[config.mk]
export PLATFORM = sky130hd
export DESIGN_NAME = dirty_block_tracker_flat
export DESIGN_NICKNAME = d
export VERILOG_FILES = /design/src/rtl/dbt_pkg.sv /design/src/rtl/dbt_if.sv /design/src/rtl/dbt_bitmap.sv /design/src/rtl/dbt_stride.sv /design/src/rtl/dbt_out_reg.sv /design/src/rtl/dbt_seq.sv /design/src/rtl/dirty_block_tracker.sv /design/src/flat_wrapper.sv
export SDC_FILE = /design/constraint.sdc
export NUM_CORES = 1
export LEC_CHECK = 0
export BUFFER_PORTS_ARGS = -buffer_cell sky130_fd_sc_hd__buf_2
export CAP_MARGIN = 10
export CORE_MARGIN = 10
export CORE_UTILIZATION = 39
export CTS_BUF_LIST = sky130_fd_sc_hd__clkbuf_2 sky130_fd_sc_hd__clkbuf_4 sky130_fd_sc_hd__clkbuf_8
export DETAILED_ROUTE_END_ITERATION = 12
export MAX_ROUTING_LAYER = met4
export SYNTH_ARGS = -nofsm -noshare
export SYNTH_HDL_FRONTEND = slang
export SYNTH_HIERARCHICAL = 1
export SYNTH_SLANG_ARGS = --single-unit
[constraint.sdc]
create_clock -name clk -period 9.1 [get_ports clk]
set_clock_uncertainty 0.1 [all_clocks]
set_input_delay 0 -clock clk [delete_from_list [all_inputs] [get_ports clk]]
set_output_delay 0 -clock clk [all_outputs]
set_load 0.05 [all_outputs]
[src/rtl/dbt_pkg.sv]
package dbt_pkg;

    localparam int START_W   = 22;
    localparam int COUNT_W   = 23;
    localparam int BS_W      = 17;
    localparam int TOTAL_W   = 23;
    localparam int END_W     = 24;
    localparam int OFF_W     = 25;
    localparam int CFG_IDX_W = 4;
    localparam int CFG_DAT_W = 23;

    localparam logic [CFG_IDX_W-1:0] CFG_EPB   = CFG_IDX_W'(0);
    localparam logic [CFG_IDX_W-1:0] CFG_TOTAL = CFG_IDX_W'(1);

    localparam logic [BS_W-1:0]    EPB_RESET   = BS_W'(1024);
    localparam logic [TOTAL_W-1:0] TOTAL_RESET = TOTAL_W'(65536);

    typedef enum logic [1:0] {
        FN_MARK  = 2'd0,
        FN_CLEAR = 2'd1,
        FN_SCAN  = 2'd2
    } func_t;

    typedef enum logic [1:0] {
        ST_DONE  = 2'd0,
        ST_ENTRY = 2'd1,
        ST_NONE  = 2'd2,
        ST_CLIP  = 2'd3
    } status_t;

    typedef enum logic [2:0] {
        S_WIPE,
        S_IDLE,
        S_MARK,
        S_CLEAR,
        S_SCAN_RD,
        S_SCAN_CHK,
        S_SCAN_LAST,
        S_RESP
    } state_t;

    typedef struct packed {
        logic init;
        logic step;
    } walk_cmd_t;

    typedef struct packed {
        logic               active;
        logic               covered;
        logic               last_idx;
        logic               clip;
        logic [BS_W-1:0]    len;
        logic [START_W-1:0] off;
    } walk_stat_t;

    typedef struct packed {
        status_t            status;
        logic [START_W-1:0] block_start;
        logic [BS_W-1:0]    block_len;
        logic               last;
    } emit_t;

endpackage

[src/rtl/dbt_if.sv]
interface dbt_req_if import dbt_pkg::*; ();
    logic               valid;
    logic               ready;
    logic [1:0]         func;
    logic [START_W-1:0] start_elem;
    logic [COUNT_W-1:0] elem_count;

    modport source (output valid, func, start_elem, elem_count, input ready);
    modport sink   (input valid, func, start_elem, elem_count, output ready);
endinterface

interface dbt_res_if import dbt_pkg::*; #(parameter int TOT_W = 7) ();
    logic               valid;
    logic               ready;
    logic [1:0]         status;
    logic [START_W-1:0] block_start;
    logic [BS_W-1:0]    block_len;
    logic [TOT_W-1:0]   dirty_total;
    logic               last;

    modport source (output valid, status, block_start, block_len, dirty_total, last,
                    input ready);
    modport sink   (input valid, status, block_start, block_len, dirty_total, last,
                    output ready);
endinterface

interface dbt_cfg_if import dbt_pkg::*; ();
    logic                 valid;
    logic                 ready;
    logic [CFG_IDX_W-1:0] index;
    logic [CFG_DAT_W-1:0] data;

    modport source (output valid, index, data, input ready);
    modport sink   (input valid, index, data, output ready);
endinterface

[src/rtl/dbt_bitmap.sv]
module dbt_bitmap #(
    parameter int NUM_BLOCKS = 64,
    parameter int IDX_W      = 6
) (
    input  logic             clk,
    input  logic             wr_en,
    input  logic [IDX_W-1:0] wr_addr,
    input  logic             wr_data,
    input  logic [IDX_W-1:0] rd_addr,
    output logic             rd_data
);

    logic mem [NUM_BLOCKS];
    logic rd_data_reg;

    always_ff @(posedge clk)
    begin
        if (wr_en)
        begin
            mem[wr_addr] <= wr_data;
        end
        rd_data_reg <= mem[rd_addr];
    end

    assign rd_data = rd_data_reg;

endmodule

[src/rtl/dbt_stride.sv]
module dbt_stride import dbt_pkg::*; #(
    parameter int NUM_BLOCKS = 64,
    parameter int IDX_W      = 6,
    parameter int CNT_W      = 7
) (
    input  logic               clk,
    input  logic               rst_n,
    input  walk_cmd_t          cmd,
    input  logic [BS_W-1:0]    bs,
    input  logic [TOTAL_W-1:0] total,
    input  logic [START_W-1:0] start,
    input  logic [END_W-1:0]   stop,
    output logic [IDX_W-1:0]   idx,
    output walk_stat_t         stat
);

    logic [OFF_W-1:0] off_reg;
    logic [OFF_W-1:0] off_next;
    logic [CNT_W-1:0] cnt_reg;
    logic [OFF_W-1:0] nxt;
    logic [OFF_W-1:0] total_x;
    logic [OFF_W-1:0] diff;

    // one block stride: offset of the next block and bounds of this one
    assign total_x  = OFF_W'(total);
    assign nxt      = off_reg + OFF_W'(bs);
    assign diff     = total_x - off_reg;
    assign off_next = cmd.init ? '0 : nxt;

    always_ff @(posedge clk or negedge rst_n)
    begin
        if (!rst_n)
        begin
            off_reg <= '0;
            cnt_reg <= '0;
        end
        else if (cmd.init)
        begin
            off_reg <= off_next;
            cnt_reg <= '0;
        end
        else if (cmd.step)
        begin
            off_reg <= off_next;
            cnt_reg <= cnt_reg + CNT_W'(1);
        end
    end

    always_comb
    begin
        idx           = cnt_reg[IDX_W-1:0];
        stat.active   = (off_reg < total_x) && (cnt_reg != CNT_W'(NUM_BLOCKS));
        stat.covered  = (nxt > OFF_W'(start)) && (off_reg <= OFF_W'(stop));
        stat.last_idx = (cnt_reg == CNT_W'(NUM_BLOCKS - 1));
        // at the end of a walk the offset lies at or past the active bound
        stat.clip     = (OFF_W'(stop) >= off_reg);
        stat.len      = (nxt > total_x) ? diff[BS_W-1:0] : bs;
        stat.off      = off_reg[START_W-1:0];
    end

endmodule

[src/rtl/dbt_out_reg.sv]
module dbt_out_reg import dbt_pkg::*; #(
    parameter int TOT_W = 7
) (
    input  logic             clk,
    input  logic             rst_n,
    input  logic             emit_valid,
    input  emit_t            emit,
    input  logic [TOT_W-1:0] emit_total,
    output logic             emit_ack,
    dbt_res_if.source        res
);

    logic             valid_reg;
    emit_t            data_reg;
    logic [TOT_W-1:0] total_reg;

    assign emit_ack = !valid_reg || res.ready;

    always_ff @(posedge clk or negedge rst_n)
    begin
        if (!rst_n)
        begin
            valid_reg <= 1'b0;
        end
        else if (emit_ack)
        begin
            valid_reg <= emit_valid;
        end
    end

    always_ff @(posedge clk)
    begin
        if (emit_ack && emit_valid)
        begin
            data_reg  <= emit;
            total_reg <= emit_total;
        end
    end

    assign res.valid       = valid_reg;
    assign res.status      = data_reg.status;
    assign res.block_start = data_reg.block_start;
    assign res.block_len   = data_reg.block_len;
    assign res.dirty_total = total_reg;
    assign res.last        = data_reg.last;

endmodule

[src/rtl/dbt_seq.sv]
module dbt_seq import dbt_pkg::*; #(
    parameter int TOT_W = 7
) (
    input  logic               clk,
    input  logic               rst_n,
    input  logic               req_valid,
    input  logic [1:0]         req_func,
    input  logic [START_W-1:0] req_start,
    input  logic [COUNT_W-1:0] req_count,
    output logic               req_ready,
    input  walk_stat_t         stat,
    output walk_cmd_t          cmd,
    output logic [START_W-1:0] start,
    output logic [END_W-1:0]   stop,
    input  logic               rd_data,
    output logic               wr_en,
    output logic               wr_data,
    output logic               emit_valid,
    output emit_t              emit,
    output logic [TOT_W-1:0]   emit_total,
    input  logic               emit_ack
);

    state_t             state_reg;
    state_t             state_next;
    logic               pend_valid_reg;
    logic [START_W-1:0] pend_start_reg;
    logic [BS_W-1:0]    pend_len_reg;
    logic [TOT_W-1:0]   pend_tot_reg;
    status_t            resp_reg;
    logic [START_W-1:0] start_reg;
    logic [END_W-1:0]   stop_reg;
    logic               req_fire;
    logic               chk_adv;

    assign req_fire = req_valid && req_ready;
    assign chk_adv  = !rd_data || !pend_valid_reg || emit_ack;
    assign start    = start_reg;
    assign stop     = stop_reg;

    always_comb
    begin
        state_next = state_reg;
        unique case (state_reg)
            S_WIPE:
            begin
                if (stat.last_idx)
                begin
                    state_next = S_IDLE;
                end
            end
            S_IDLE:
            begin
                if (req_fire)
                begin
                    unique case (func_t'(req_func))
                        FN_MARK:  state_next = (req_count == '0) ? S_RESP : S_MARK;
                        FN_CLEAR: state_next = S_CLEAR;
                        FN_SCAN:  state_next = S_SCAN_RD;
                        default:  state_next = S_RESP;
                    endcase
                end
            end
            S_MARK:
            begin
                if (!stat.active)
                begin
                    state_next = S_RESP;
                end
            end
            S_CLEAR:
            begin
                if (stat.last_idx)
                begin
                    state_next = S_RESP;
                end
            end
            S_SCAN_RD:
            begin
                if (!stat.active)
                begin
                    state_next = pend_valid_reg ? S_SCAN_LAST : S_RESP;
                end
                else
                begin
                    state_next = S_SCAN_CHK;
                end
            end
            S_SCAN_CHK:
            begin
                if (chk_adv)
                begin
                    state_next = S_SCAN_RD;
                end
            end
            S_SCAN_LAST, S_RESP:
            begin
                if (emit_ack)
                begin
                    state_next = S_IDLE;
                end
            end
            default: state_next = S_IDLE;
        endcase
    end

    always_comb
    begin
        req_ready        = 1'b0;
        cmd.init         = 1'b0;
        cmd.step         = 1'b0;
        wr_en            = 1'b0;
        wr_data          = 1'b0;
        emit_valid       = 1'b0;
        emit.status      = ST_ENTRY;
        emit.block_start = pend_start_reg;
        emit.block_len   = pend_len_reg;
        emit.last        = 1'b0;
        emit_total       = pend_tot_reg;
        unique case (state_reg)
            S_WIPE, S_CLEAR:
            begin
                cmd.step = 1'b1;
                wr_en    = 1'b1;
            end
            S_IDLE:
            begin
                req_ready = 1'b1;
                cmd.init  = req_fire;
            end
            S_MARK:
            begin
                cmd.step = stat.active;
                wr_en    = stat.active && stat.covered;
                wr_data  = 1'b1;
            end
            S_SCAN_RD:
            begin
            end
            S_SCAN_CHK:
            begin
                cmd.step   = chk_adv;
                // flush the held entry only once a later one proves it is not last
                emit_valid = rd_data && pend_valid_reg;
            end
            S_SCAN_LAST:
            begin
                emit_valid = 1'b1;
                emit.last  = 1'b1;
            end
            S_RESP:
            begin
                emit_valid       = 1'b1;
                emit.status      = resp_reg;
                emit.block_start = '0;
                emit.block_len   = '0;
                emit.last        = 1'b1;
                emit_total       = '0;
            end
            default:
            begin
            end
        endcase
    end

    always_ff @(posedge clk or negedge rst_n)
    begin
        if (!rst_n)
        begin
            state_reg      <= S_WIPE;
            pend_valid_reg <= 1'b0;
        end
        else
        begin
            state_reg <= state_next;
            if (req_fire)
            begin
                pend_valid_reg <= 1'b0;
            end
            else if (state_reg == S_SCAN_CHK && rd_data && chk_adv)
            begin
                pend_valid_reg <= 1'b1;
            end
        end
    end

    always_ff @(posedge clk)
    begin
        if (req_fire)
        begin
            start_reg    <= req_start;
            stop_reg     <= END_W'(req_start) + END_W'(req_count) - END_W'(1);
            resp_reg     <= ST_DONE;
            pend_tot_reg <= '0;
        end
        if (state_reg == S_MARK && !stat.active)
        begin
            resp_reg <= stat.clip ? ST_CLIP : ST_DONE;
        end
        if (state_reg == S_SCAN_RD && !stat.active && !pend_valid_reg)
        begin
            resp_reg <= ST_NONE;
        end
        if (state_reg == S_SCAN_CHK && rd_data && chk_adv)
        begin
            pend_start_reg <= stat.off;
            pend_len_reg   <= stat.len;
            pend_tot_reg   <= pend_tot_reg + TOT_W'(1);
        end
    end

endmodule

[src/rtl/dirty_block_tracker.sv]
// Sequence: mark walks the active blocks, one per cycle, then answers; clear
//   sweeps all NUM_BLOCKS blocks then answers; scan reads and then checks each
//   active block, and a stalled result holds the walk.
// Throughput: one request at a time, set by the block walk of the stride unit.
// Reset: registers return to 1024 and 65536; a wipe pass over all NUM_BLOCKS
//   blocks zeroes the bitmap, with req.ready low until it ends.
module dirty_block_tracker import dbt_pkg::*; #(
    parameter int NUM_BLOCKS = 64
) (
    input  logic      clk,
    input  logic      rst_n,
    dbt_req_if.sink   req,
    dbt_res_if.source res,
    dbt_cfg_if.sink   cfg
);

    localparam int IDX_W = (NUM_BLOCKS > 1) ? $clog2(NUM_BLOCKS) : 1;
    localparam int CNT_W = $clog2(NUM_BLOCKS + 1);
    localparam int TOT_W = $clog2(NUM_BLOCKS + 1);

    logic [BS_W-1:0]    epb_reg;
    logic [TOTAL_W-1:0] total_reg;
    logic [BS_W-1:0]    bs;
    walk_cmd_t          cmd;
    walk_stat_t         stat;
    logic [IDX_W-1:0]   idx;
    logic [START_W-1:0] start;
    logic [END_W-1:0]   stop;
    logic               rd_data;
    logic               wr_en;
    logic               wr_data;
    logic               emit_valid;
    emit_t              emit;
    logic [TOT_W-1:0]   emit_total;
    logic               emit_ack;

    assign cfg.ready = 1'b1;

    always_ff @(posedge clk or negedge rst_n)
    begin
        if (!rst_n)
        begin
            epb_reg   <= EPB_RESET;
            total_reg <= TOTAL_RESET;
        end
        else if (cfg.valid)
        begin
            case (cfg.index)
                CFG_EPB:   epb_reg   <= cfg.data[BS_W-1:0];
                CFG_TOTAL: total_reg <= cfg.data[TOTAL_W-1:0];
                default:
                begin
                end
            endcase
        end
    end

    // zero block size acts as one element per block
    assign bs = (epb_reg == '0) ? BS_W'(1) : epb_reg;

    dbt_seq #(
        .TOT_W (TOT_W)
    ) u_seq (
        .clk        (clk),
        .rst_n      (rst_n),
        .req_valid  (req.valid),
        .req_func   (req.func),
        .req_start  (req.start_elem),
        .req_count  (req.elem_count),
        .req_ready  (req.ready),
        .stat       (stat),
        .cmd        (cmd),
        .start      (start),
        .stop       (stop),
        .rd_data    (rd_data),
        .wr_en      (wr_en),
        .wr_data    (wr_data),
        .emit_valid (emit_valid),
        .emit       (emit),
        .emit_total (emit_total),
        .emit_ack   (emit_ack)
    );

    dbt_stride #(
        .NUM_BLOCKS (NUM_BLOCKS),
        .IDX_W      (IDX_W),
        .CNT_W      (CNT_W)
    ) u_stride (
        .clk   (clk),
        .rst_n (rst_n),
        .cmd   (cmd),
        .bs    (bs),
        .total (total_reg),
        .start (start),
        .stop  (stop),
        .idx   (idx),
        .stat  (stat)
    );

    dbt_bitmap #(
        .NUM_BLOCKS (NUM_BLOCKS),
        .IDX_W      (IDX_W)
    ) u_bitmap (
        .clk     (clk),
        .wr_en   (wr_en),
        .wr_addr (idx),
        .wr_data (wr_data),
        .rd_addr (idx),
        .rd_data (rd_data)
    );

    dbt_out_reg #(
        .TOT_W (TOT_W)
    ) u_out (
        .clk        (clk),
        .rst_n      (rst_n),
        .emit_valid (emit_valid),
        .emit       (emit),
        .emit_total (emit_total),
        .emit_ack   (emit_ack),
        .res        (res)
    );

endmodule

[src/flat_wrapper.sv]
// flat-port wrapper written by rule: the top's interface ports become plain ports
module dirty_block_tracker_flat import dbt_pkg::*;
#(
    parameter int NUM_BLOCKS = 64
)
  (clk, rst_n, req_valid, req_func, req_start_elem, req_elem_count, req_ready, res_valid, res_status, res_block_start, res_block_len, res_dirty_total, res_last, res_ready, cfg_valid, cfg_index, cfg_data, cfg_ready);
  dbt_req_if req_i ();
  dbt_res_if res_i ();
  dbt_cfg_if cfg_i ();
  input  logic clk;
  input  logic rst_n;
  input wire logic [$bits(req_i.valid)-1:0] req_valid;
  input wire logic [$bits(req_i.func)-1:0] req_func;
  input wire logic [$bits(req_i.start_elem)-1:0] req_start_elem;
  input wire logic [$bits(req_i.elem_count)-1:0] req_elem_count;
  output wire logic [$bits(req_i.ready)-1:0] req_ready;
  output wire logic [$bits(res_i.valid)-1:0] res_valid;
  output wire logic [$bits(res_i.status)-1:0] res_status;
  output wire logic [$bits(res_i.block_start)-1:0] res_block_start;
  output wire logic [$bits(res_i.block_len)-1:0] res_block_len;
  output wire logic [$bits(res_i.dirty_total)-1:0] res_dirty_total;
  output wire logic [$bits(res_i.last)-1:0] res_last;
  input wire logic [$bits(res_i.ready)-1:0] res_ready;
  input wire logic [$bits(cfg_i.valid)-1:0] cfg_valid;
  input wire logic [$bits(cfg_i.index)-1:0] cfg_index;
  input wire logic [$bits(cfg_i.data)-1:0] cfg_data;
  output wire logic [$bits(cfg_i.ready)-1:0] cfg_ready;
  assign req_i.valid = req_valid;
  assign req_i.func = req_func;
  assign req_i.start_elem = req_start_elem;
  assign req_i.elem_count = req_elem_count;
  assign req_ready = req_i.ready;
  assign res_valid = res_i.valid;
  assign res_status = res_i.status;
  assign res_block_start = res_i.block_start;
  assign res_block_len = res_i.block_len;
  assign res_dirty_total = res_i.dirty_total;
  assign res_last = res_i.last;
  assign res_i.ready = res_ready;
  assign cfg_i.valid = cfg_valid;
  assign cfg_i.index = cfg_index;
  assign cfg_i.data = cfg_data;
  assign cfg_ready = cfg_i.ready;
  dirty_block_tracker #(.NUM_BLOCKS(NUM_BLOCKS)) u_core (.clk(clk), .rst_n(rst_n), .req(req_i), .res(res_i), .cfg(cfg_i));
endmodule
==> flow_summary.json <==
{
  "synth_edf_count": 205,
  "tns_ns": 0,
  "htree_levels": 2,
  "grt_antenna_before_repair": 2,
  "fin_crit_sh_pct": 71.7,
  "port_buffers": 129,
  "dieArea_mm2": 0.0537,
  "synth_seq_cells": 285,
  "syn_inst": 1586,
  "drtAntennaViolNets": 0,
  "core_area_mm2": 0.0443,
  "yosysSeqAreaShare_pct": 46.6,
  "min_period_ns": 6.52,
  "dieHeight_um": 232,
  "detailedPlace.worstSlack_ns": 2.56,
  "worstSetupPathType": "reg -> reg",
  "ir_worst_vdd_uv": 183,
  "async_reset_ff_share_pct": 27.0,
  "p_per_area_mw_per_mm2": 299,
  "cts_tree": "yes",
  "dieWidth_um": 232,
  "ctsHoldBuffers": 57,
  "clock_sinks": 285,
  "crit_fanout": 7,
  "yosys_warnings": 6,
  "ys_types": 93,
  "largest_register_ffs": 64,
  "io_pins": 131,
  "post_cts_buffers": 0,
  "post-route-drc-count": 0,
  "cts_inserted_buffers": 46,
  "maxCapViolations": 0,
  "setup_viol": 0,
  "r2r_slack_ns": 2.58,
  "drt-wirelength-per-cell_um": 18.1,
  "fmax_ghz": 0.153,
  "hold_viol": 0,
  "track_usage_pct": 16.2,
  "tightest_slew_ns": 1.10,
  "rsz0062_at_grt": "false",
  "drtPass1Iterations": 5,
  "drt_iter0_markers": 855,
  "cp-end-kind": "register",
  "cts.clk_slew.worst_paths_ns": 0.06,
  "cp-start-kind": "register",
  "hold_ws_ns": 0.0414,
  "outcome": "completed",
  "yosys-top-cells-area": "edfxtp_1, ha_1, dfrtp_1",
  "slowest_stage": "nor3_1",
  "synth_top_area_share_pct": 35.2,
  "cp_cell_sequence": "nor4_1, a41o_1, ha_1, inv_1, fa_1, and2b_1, o2111ai_1, nand4b_2, nand2_4, o311ai_4, nand2_1, xnor2_1, ha_1, and4_1, nand3_1, o221ai_1, a31oi_1, o31a_1, a21oi_1, nor3_1, nor2b_1, nand3_1, nor2_1",
  "cts_resized": 0,
  "grt_max_degree": 85,
  "vias": 12100,
  "start_util_pct": 39.5,
  "critPathMaxStageDelay_ns": 0.82,
  "cts.path.max_buffers": 3,
  "cellLeakagePower_nw": 8.56,
  "gp_congestion": 0.920,
  "critical_path_required_ns": 9.27,
  "final_net_count": 1996,
  "dpl.hpwl_um": 32200,
  "synthFlopType": "edfxtp_1",
  "synth_top_cell_by_area": "edfxtp_1",
  "syn_nets": 1840,
  "syn_area_per_cell_um2": 11.0,
  "via_per_inst": 5.11,
  "syn2layout_area_growth_pct": 14.1,
  "hold_path.class": "in -> reg",
  "grt_pass1_wl_um": 67500,
  "relSlewSlack_pct": 26.6,
  "drive_above_1_share_pct": 17.7,
  "synth_area_mm2": 0.0175,
  "root_buffer": "clkbuf_8",
  "wl_um": 43000,
  "cp_data_arrival_time_ns": 6.70,
  "worstSkewPairLatency_ns": 0.58,
  "drv_slew": 0,
  "grt-ovfl-total": 0,
  "worst_slack_ns": 2.58,
  "r2r_cells": 23,
  "row_count": 77,
  "first_global_vias": 12200,
  "worstHoldPathCells": 5
}
==> cells by family after synthesis <==
logic type      share of synthesized area, %
fa+ha+maj                               12.6
flops                                   46.6
mux                                     7.57
buf+inv                                 7.03
xor+xnor                                3.45
other cells                           0.0214
compound gates                          9.81
simple gates                            12.9
==> synth_stat cells (13+ instances only) <==
library cell / number
edfxtp_1: 205
inv_1: 192
ha_1: 172
nor2_1: 150
dfrtp_1: 75
a21oi_1: 69
xnor2_1: 54
and2_1: 50
nand2_1: 50
clkbuf_1: 48
o21ai_0: 45
nand3_1: 37
buf_4: 30
mux2_4: 28
nand4_1: 28
mux2_2: 27
a21o_1: 24
nor2b_1: 22
mux2i_1: 19
nor4_1: 16
o21a_1: 15
xor2_1: 15
nand2b_1: 14
a31oi_1: 13
nor3_1: 13
==> per-stage QoR <==
stage	instance area (µm²)	util [%]	cells	power [W]
after floorplan	17500	-	1586	0.00412
after global placement	18400	41.6	2229	0.00476
after detailed placement	18400	41.6	2229	0.00482
after CTS	20000	45.0	2372	0.00600
after global routing	20000	45.0	2374	0.00641
final	20000	45.0	2374	0.00597
==> layout make-up <==
type	instances	area (µm²)
Antenna cell	2	5.00
Clock buffer	66	808
Clock inverter	20	136
Fill cell	4144	24400
Inverter	192	721
Multi-Input combinational cell	1023	8120
Sequential cell	285	8150
Tap cell	592	741
Timing Repair Buffer	194	1280
==> cell usage in the layout, fill, tap and decap left out, types with 8 or more instances in the layout <==
cell type	instances
a211oi_1	9
a21o_1	24
a21oi_1	69
a31oi_1	13
and2_1	50
and3_1	8
buf_2	128
buf_4	9
clkbuf_4	16
clkbuf_8	50
dfrtp_1	75
dlygate4sd3_1	57
edfxtp_1	205
ha_1	172
inv_1	191
mux2_2	27
mux2_4	28
mux2i_1	19
mux4_2	10
nand2_1	50
nand2b_1	14
nand3_1	37
nand3b_1	8
nand4_1	28
nor2_1	149
nor2b_1	22
nor3_1	13
nor4_1	16
o21a_1	15
o21ai_0	45
o21bai_1	8
xnor2_1	54
xor2_1	15
==> path summary, 6_finish.rpt <==
kind / startpoint / end
hold / removal: req_elem_count[1] / u_core/u_seq/stop[1]
setup reg to reg: u_core/epb_reg[14] / u_core/u_bitmap/mem[3]
setup / recovery: u_core/epb_reg[14] / u_core/u_bitmap/mem[3]
max in group asynchronous: rst_n / u_core/total_reg[20]
hold reg to reg: u_core/u_seq/resp_reg[1] / u_core/u_seq/resp_reg[1]
min in group asynchronous: rst_n / u_core/total_reg[4]
==> where the power goes <==
part / switching [W] / internal [W]
logic: 0.00174 / 0.00115
clock network: 0.000514 / 0.000608
registers: 0.000221 / 0.00174
total: 0.00248 / 0.00350
==> worst max-delay path, delay by kind of cell, from the launching register on <==
family / cells / cell delay, ns
DFF: 1 / 0.41
and+or+nand+nor: 11 / 3.09
AOI/OAI and AO/OA: 7 / 1.45
adders and majority gates: 3 / 0.87
xor gates and xnor gates: 1 / 0.26
buffers and inverters: 1 / 0.05
==> per-layer routing <==
layer | up-vias | track usage (%) | part of all wire [%]
met5 | - | - | 0
met4 | 0 | 5.06 | 2.5
met3 | 57 | 2.81 | 5.3
met2 | 314 | 23.9 | 44
met1 | 5813 | 22.3 | 48
li1 | 5936 | - | -
(Power assumes the default switching activity.)
